### src/design/cscc_pkg.sv
// ----------------------------------------------------------------------------
// cscc_pkg: shared types and CRC functions for the config stream CRC checker
// Holds register indexes, item/config/step structs and the word-wide CRC math.
// ----------------------------------------------------------------------------
package cscc_pkg;

    localparam int WORD_WIDTH = 32;

    localparam logic [31:0] POLY32 = 32'h1EDC_6F41;
    localparam logic [15:0] POLY16 = 16'h8005;

    // configuration register indexes
    localparam logic [2:0] CFG_CRC_MODE        = 3'd0;
    localparam logic [2:0] CFG_CRC_REG_ADDR    = 3'd1;
    localparam logic [2:0] CFG_CMD_REG_ADDR    = 3'd2;
    localparam logic [2:0] CFG_RESET_CRC_CODE  = 3'd3;
    localparam logic [2:0] CFG_FRAME_DATA_ADDR = 3'd4;
    localparam logic [2:0] CFG_ADDR_BITS_USED  = 3'd5;
    localparam logic [2:0] CFG_AUTO_CRC_ENABLE = 3'd6;

    // result kinds
    localparam logic KIND_CRC_WRITE = 1'b0;
    localparam logic KIND_AUTO_CRC  = 1'b1;

    typedef struct packed {
        logic        crc_mode;
        logic [4:0]  crc_reg_addr;
        logic [4:0]  cmd_reg_addr;
        logic [31:0] reset_crc_code;
        logic [4:0]  frame_data_addr;
        logic [2:0]  addr_bits_used;
        logic        auto_crc_enable;
    } cfg_t;

    typedef struct packed {
        logic [4:0]            reg_address;
        logic [WORD_WIDTH-1:0] data_word;
        logic                  first_word;
        logic                  last_word;
    } item_t;

    typedef struct packed {
        logic [31:0] rem_next;
        logic        skip_next;
        logic        emit;
        logic [31:0] crc_value;
        logic        crc_kind;
    } step_t;

    // one serial CRC step, MSB-first register
    function automatic logic [31:0] crc_feed_bit(input logic [31:0] rem,
                                                 input logic din,
                                                 input logic mode);
        logic [31:0] r;
        logic        top;
        top = mode ? (rem[31] ^ din) : (rem[15] ^ din);
        if (mode)
        begin
            r = {rem[30:0], 1'b0} ^ (top ? POLY32 : 32'h0);
        end
        else
        begin
            r = {16'h0, rem[14:0], 1'b0} ^ {16'h0, (top ? POLY16 : 16'h0)};
        end
        return r;
    endfunction

    // whole word: data bits LSB first, then 4 or 5 address bits LSB first.
    // Linear in its inputs, so this flattens to an XOR matrix.
    function automatic logic [31:0] crc_feed_word(input logic [31:0] rem,
                                                  input logic [WORD_WIDTH-1:0] data,
                                                  input logic [4:0] addr,
                                                  input logic mode,
                                                  input logic use5);
        logic [31:0] r;
        r = rem;
        for (int i = 0; i < WORD_WIDTH; i++)
        begin
            r = crc_feed_bit(r, data[i], mode);
        end
        for (int i = 0; i < 4; i++)
        begin
            r = crc_feed_bit(r, addr[i], mode);
        end
        if (use5)
        begin
            r = crc_feed_bit(r, addr[4], mode);
        end
        return r;
    endfunction

    // bit-reversed remainder; 16-bit mode uses the low half only
    function automatic logic [31:0] crc_checksum(input logic [31:0] rem,
                                                 input logic mode);
        logic [31:0] v;
        v = '0;
        if (mode)
        begin
            for (int i = 0; i < 32; i++)
            begin
                v[31-i] = rem[i];
            end
        end
        else
        begin
            for (int i = 0; i < 16; i++)
            begin
                v[15-i] = rem[i];
            end
        end
        return v;
    endfunction

endpackage

### src/design/cscc_step.sv
// ----------------------------------------------------------------------------
// cscc_step: per-word decision and CRC update
// Decides absorb / skip / clear / emit for one word and computes next state.
// ----------------------------------------------------------------------------
module cscc_step
    import cscc_pkg::*;
(
    input  cfg_t        cfg,
    input  item_t       item,
    input  logic [31:0] rem,
    input  logic        skip,
    output step_t       step
);

    logic [31:0] rem_absorbed;
    logic        use5;
    logic        hit_crc;
    logic        hit_reset;
    logic        hit_auto;

    assign use5         = (cfg.addr_bits_used > 3'd4);
    assign rem_absorbed = crc_feed_word(rem, item.data_word, item.reg_address,
                                        cfg.crc_mode, use5);
    assign hit_crc      = (item.reg_address == cfg.crc_reg_addr);
    assign hit_reset    = (item.reg_address == cfg.cmd_reg_addr) &&
                          (item.data_word == cfg.reset_crc_code);
    assign hit_auto     = item.last_word && cfg.auto_crc_enable &&
                          (item.reg_address == cfg.frame_data_addr);

    always_comb
    begin
        step.rem_next  = rem;
        step.skip_next = skip;
        step.emit      = 1'b0;
        step.crc_value = crc_checksum(rem, cfg.crc_mode);
        step.crc_kind  = KIND_CRC_WRITE;
        if (item.first_word && hit_crc)
        begin
            step.emit      = 1'b1;
            step.rem_next  = '0;
            step.skip_next = !item.last_word;
        end
        else if (item.first_word && hit_reset)
        begin
            step.rem_next  = '0;
            step.skip_next = !item.last_word;
        end
        else if (!item.first_word && skip)
        begin
            step.skip_next = !item.last_word;
        end
        else
        begin
            // ordinary word; a first word also closes any open skip
            step.skip_next = 1'b0;
            if (hit_auto)
            begin
                step.emit      = 1'b1;
                step.crc_value = crc_checksum(rem_absorbed, cfg.crc_mode);
                step.crc_kind  = KIND_AUTO_CRC;
                step.rem_next  = '0;
            end
            else
            begin
                step.rem_next = rem_absorbed;
            end
        end
    end

endmodule

### config.mk
export PLATFORM = sky130hd
export DESIGN_NAME = cscc_step
export DESIGN_NICKNAME = d
export VERILOG_FILES = /design/src/design/cscc_pkg.sv /design/src/design/cscc_step.sv
export SDC_FILE = /design/constraint.sdc
export NUM_CORES = 1
export LEC_CHECK = 0
export ABC_AREA = 0
export BUFFER_PORTS_ARGS = -buffer_cell sky130_fd_sc_hd__buf_2
export CAP_MARGIN = 15
export CORE_UTILIZATION = 45
export DETAILED_ROUTE_END_ITERATION = 7
export GPL_TIMING_DRIVEN = 0
export PLACE_DENSITY = 0.67
export RECOVER_POWER = 25
export SETUP_SLACK_MARGIN = 0.5
export SYNTH_ARGS = -nofsm -noshare
export SYNTH_HDL_FRONTEND = slang
export SYNTH_SLANG_ARGS = --single-unit
### constraint.sdc
create_clock -name vclk -period 21.6
set_clock_uncertainty 0.05 [all_clocks]
set_input_delay 4.32 -clock vclk [all_inputs]
set_output_delay 4.32 -clock vclk [all_outputs]
set_load 0.005 [all_outputs]
# After elaboration in Yosys (flattened, before gate mapping)
# Index checks and enable logic that the tools add are counted.
[word_totals]
register_bits = 0
inputBits = 124
output_inout_bits = 67
word_cells = 323
[classes]
n_bitwise = 148
n_reduce_logical = 8
n_eq_ne = 4
magnitude_cmp = 1
mux = 162
[ops]
columns = ["cell", "n"]
rows = [
  ["$mux W32", 40],
  ["$xor A32 B29 Y32", 37],
  ["$mux W29", 37],
  ["$mux W16", 41],
  ["$xor A16 B16 Y16", 37],
  ["$mux W34", 4],
  ["$xor A1 B1 Y1", 74],
  ["$mux W33", 2],
  ["$mux W1", 38],
  ["$eq A32 B32 Y1", 1],
  ["$eq A5 B5 Y1", 3],
  ["$logic_and A1 B1 Y1", 6],
  ["$gt A3 B3 Y1 const B", 1],
  ["$logic_not A1 Y1", 2],
]

# Depth between registers and ports, before layout
[depth]
ltp_word = 191
mapped_depth = 39
depth_no_buf = 32

# Worst setup path before layout
# Ideal clock, no wire load.
[synth_path]
path_type = "in2out"
start = "input port item[2] (netlist bit)"
end = "output port step[50] (netlist bit)"
setup_slack_ns = 3.063
cell_stages = 33
t_arrival_ns = 14.167
t_required_ns = 17.230
path_cell_list = "buf_6 xnor3_2 xnor3_2 a21boi_2 nor3_4 xor2_4 xor2_1 a32o_1 nor3_2 xor3_1 or4_1 mux2_2 and4_1 or3_1 a311oi_1 a211oi_2 xnor2_4 xnor3_1 a21oi_2 xnor2_2 xnor3_1 mux2i_4 xnor3_1 xnor3_1 o21a_2 xnor2_4 xnor3_1 a21oi_2 xnor2_2 mux2_1 a22o_1 a221oi_2 o31ai_1"
[synth_lines]
columns = ["item", "line", "source"]
rows = [
  ["start: declaration", "cscc_step.sv:9", "input item_t item,"],
  ["end: declaration", "cscc_step.sv:12", "output step_t step"],
]

==> impl_metrics.tcl <==
set metrics [dict create \
    outcome "finished with violations" \
    failed_checks "design-rule violations" \
    cp-end-kind "output port" \
    dieArea_sq_um 25310 \
    die_w_um 159.1 \
    first_global_vias 10390 \
    drv_cap 0 \
    crit_arrival_ps 16510 \
    place_inst 1870 \
    synth_top_area_cell "xnor2_1" \
    layout_commonest_cell "xnor2_1" \
    antenna_cells 0 \
    timing.setup.tns_ps 0 \
    route.detailed.drc 2 \
    mostFrequentLayoutCells "xnor2_1, buf_2, nor2_1" \
    path_max_fanout 10 \
    coreArea_sq_um 24250 \
    drv_slew 0 \
    die_h_um 159.1 \
    final_nets 1676 \
    grt_pass1_wl_um 65630 \
    hpwl_um 37000 \
    synthTopCellsByArea "xnor2_1, xnor3_1, xor2_1, nor2_1, nand2_1" \
    rows 57 \
    max_freq_mhz 47.88 \
    hold_path_class "in2out" \
    ant_nets 0 \
    stdcell_count 1874 \
    gp_congestion 1.000 \
    netlist_instances 1379 \
    initial_core_util 0.4580 \
    overflow 0 \
    period_needed_ps 20880 \
    track_usage 0.3395 \
    path_common_cell "xnor3_1" \
    vias_per_cell 5.971 \
    cpPeakStageDelay_ps 720 \
    fill_cells 2462 \
    wl_per_cell_um 23.88 \
    avgSynthCellArea_sq_um 8.054 \
    finalWirelength_um 44760 \
    ys_warn_count 0 \
    clkbuf_count 0 \
    yosysSeqAreaShare 0 \
    post-route-period-util 0.9668 \
    grt_max_degree 11 \
    drt_iter0_drc 1059 \
    drtPass1Iterations 8 \
    drive_gt1_frac 0.1703 \
    tightest_slew_ps 1173 \
    route.vias.total 11190 \
    ioPinCount 191 \
    slew_headroom 0.2126 \
    crit_path_top_delay_cell "xor2_1" \
    synth_top_area_frac 0.3060 \
    seq_cell_count 0 \
    cts-hold-fix-buffers 0 \
    netlist-cell-type-count 88 \
    port_buffers 166 \
    startpoint_type "primary input" \
    syn_to_final_growth_pct 11.76 \
    setup_viol 0 \
    path_class "in2out" \
    rsz0062_at_grt "no" \
    worstPathRequired_ps 17230 \
    netlist_area_sq_um 11110 \
    antenna_found_initial 0 \
    regArea_sq_um 0 \
    syn-num-nets 1503 \
    finalHoldViolCount 0 \
]
[what timing repair did]
item / 4_1_cts / 5_1_grt
resized for setup: 0 / 8
setup endpoints to repair: 0 / 53
setup buffers: 0 / 3
[stage by stage]
stage                     setup slack [ps]  cell area, sq um    util  hold slack, ps
after global routing                 290.1             12410  0.5119            8842
after CTS                            804.6             12350  0.5093            8847
after floorplan                       3063             11110       -            8621
after detailed placement             843.6             12350  0.5093            8846
after global placement               748.4             12340  0.5090            8849
final                                716.4             12410  0.5119            8826
[kinds of logic (layout without fill, tap and decap cells)]
family                 after synthesis  in the layout  synth area share
XOR/XNOR                           595            595            0.5906
AND/OR/NAND/NOR                    358            358            0.1531
AO/OA/AOI/OAI                      265            265            0.1637
buffers and inverters              114            285           0.04348
multiplexers                        47             47           0.04911
[worst paths after layout]
check,start,to,depth (start not counted)
setup / recovery,cfg[51],step[55],36
hold / removal,item[0],step[34],3
[worst max-delay path: cells and delay by family]
family | cells | cell delay [ps]
xor gates and xnor gates | 14 | 5260
AOI/OAI and AO/OA | 5 | 1660
and+or+nand+nor | 8 | 2220
buffers and inverters | 5 | 1100
muxes | 4 | 1940
[Yosys cell counts (17+ instances only)]
master,count
a21oi_1,76
buf_1,17
xor2_1,106
nand3_1,26
nor2_1,110
nand2_1,108
xnor3_1,56
o21ai_0,47
xor3_1,17
mux2i_1,34
nor3_1,20
clkbuf_1,63
a211oi_1,17
xnor2_1,388
[layout make-up]
cell class                 count  area [sq um]  share of cell area
multi-input combinational   1265         10650              0.8576
timing repair buffer         171         879.6             0.07086
inverter                      16         60.06            0.004838
tap                          324         405.4             0.03266
buffer                        98         422.9             0.03407
[layer usage]
| layer | global-route usage | wire, um | vias to the layer above |
|---|---|---|---|
| met1 | 0.4526 | 18240 | 5332 |
| li1 | - | - | 5089 |
| met5 | 0 | 0 | - |
| met2 | 0.5564 | 20380 | 652 |
| met4 | 0.1337 | 1968 | 0 |
| met3 | 0.04324 | 4163 | 116 |
Power is not shown: default switching activity piles up to over one toggle a cycle in this logic, so the estimate is an artifact.
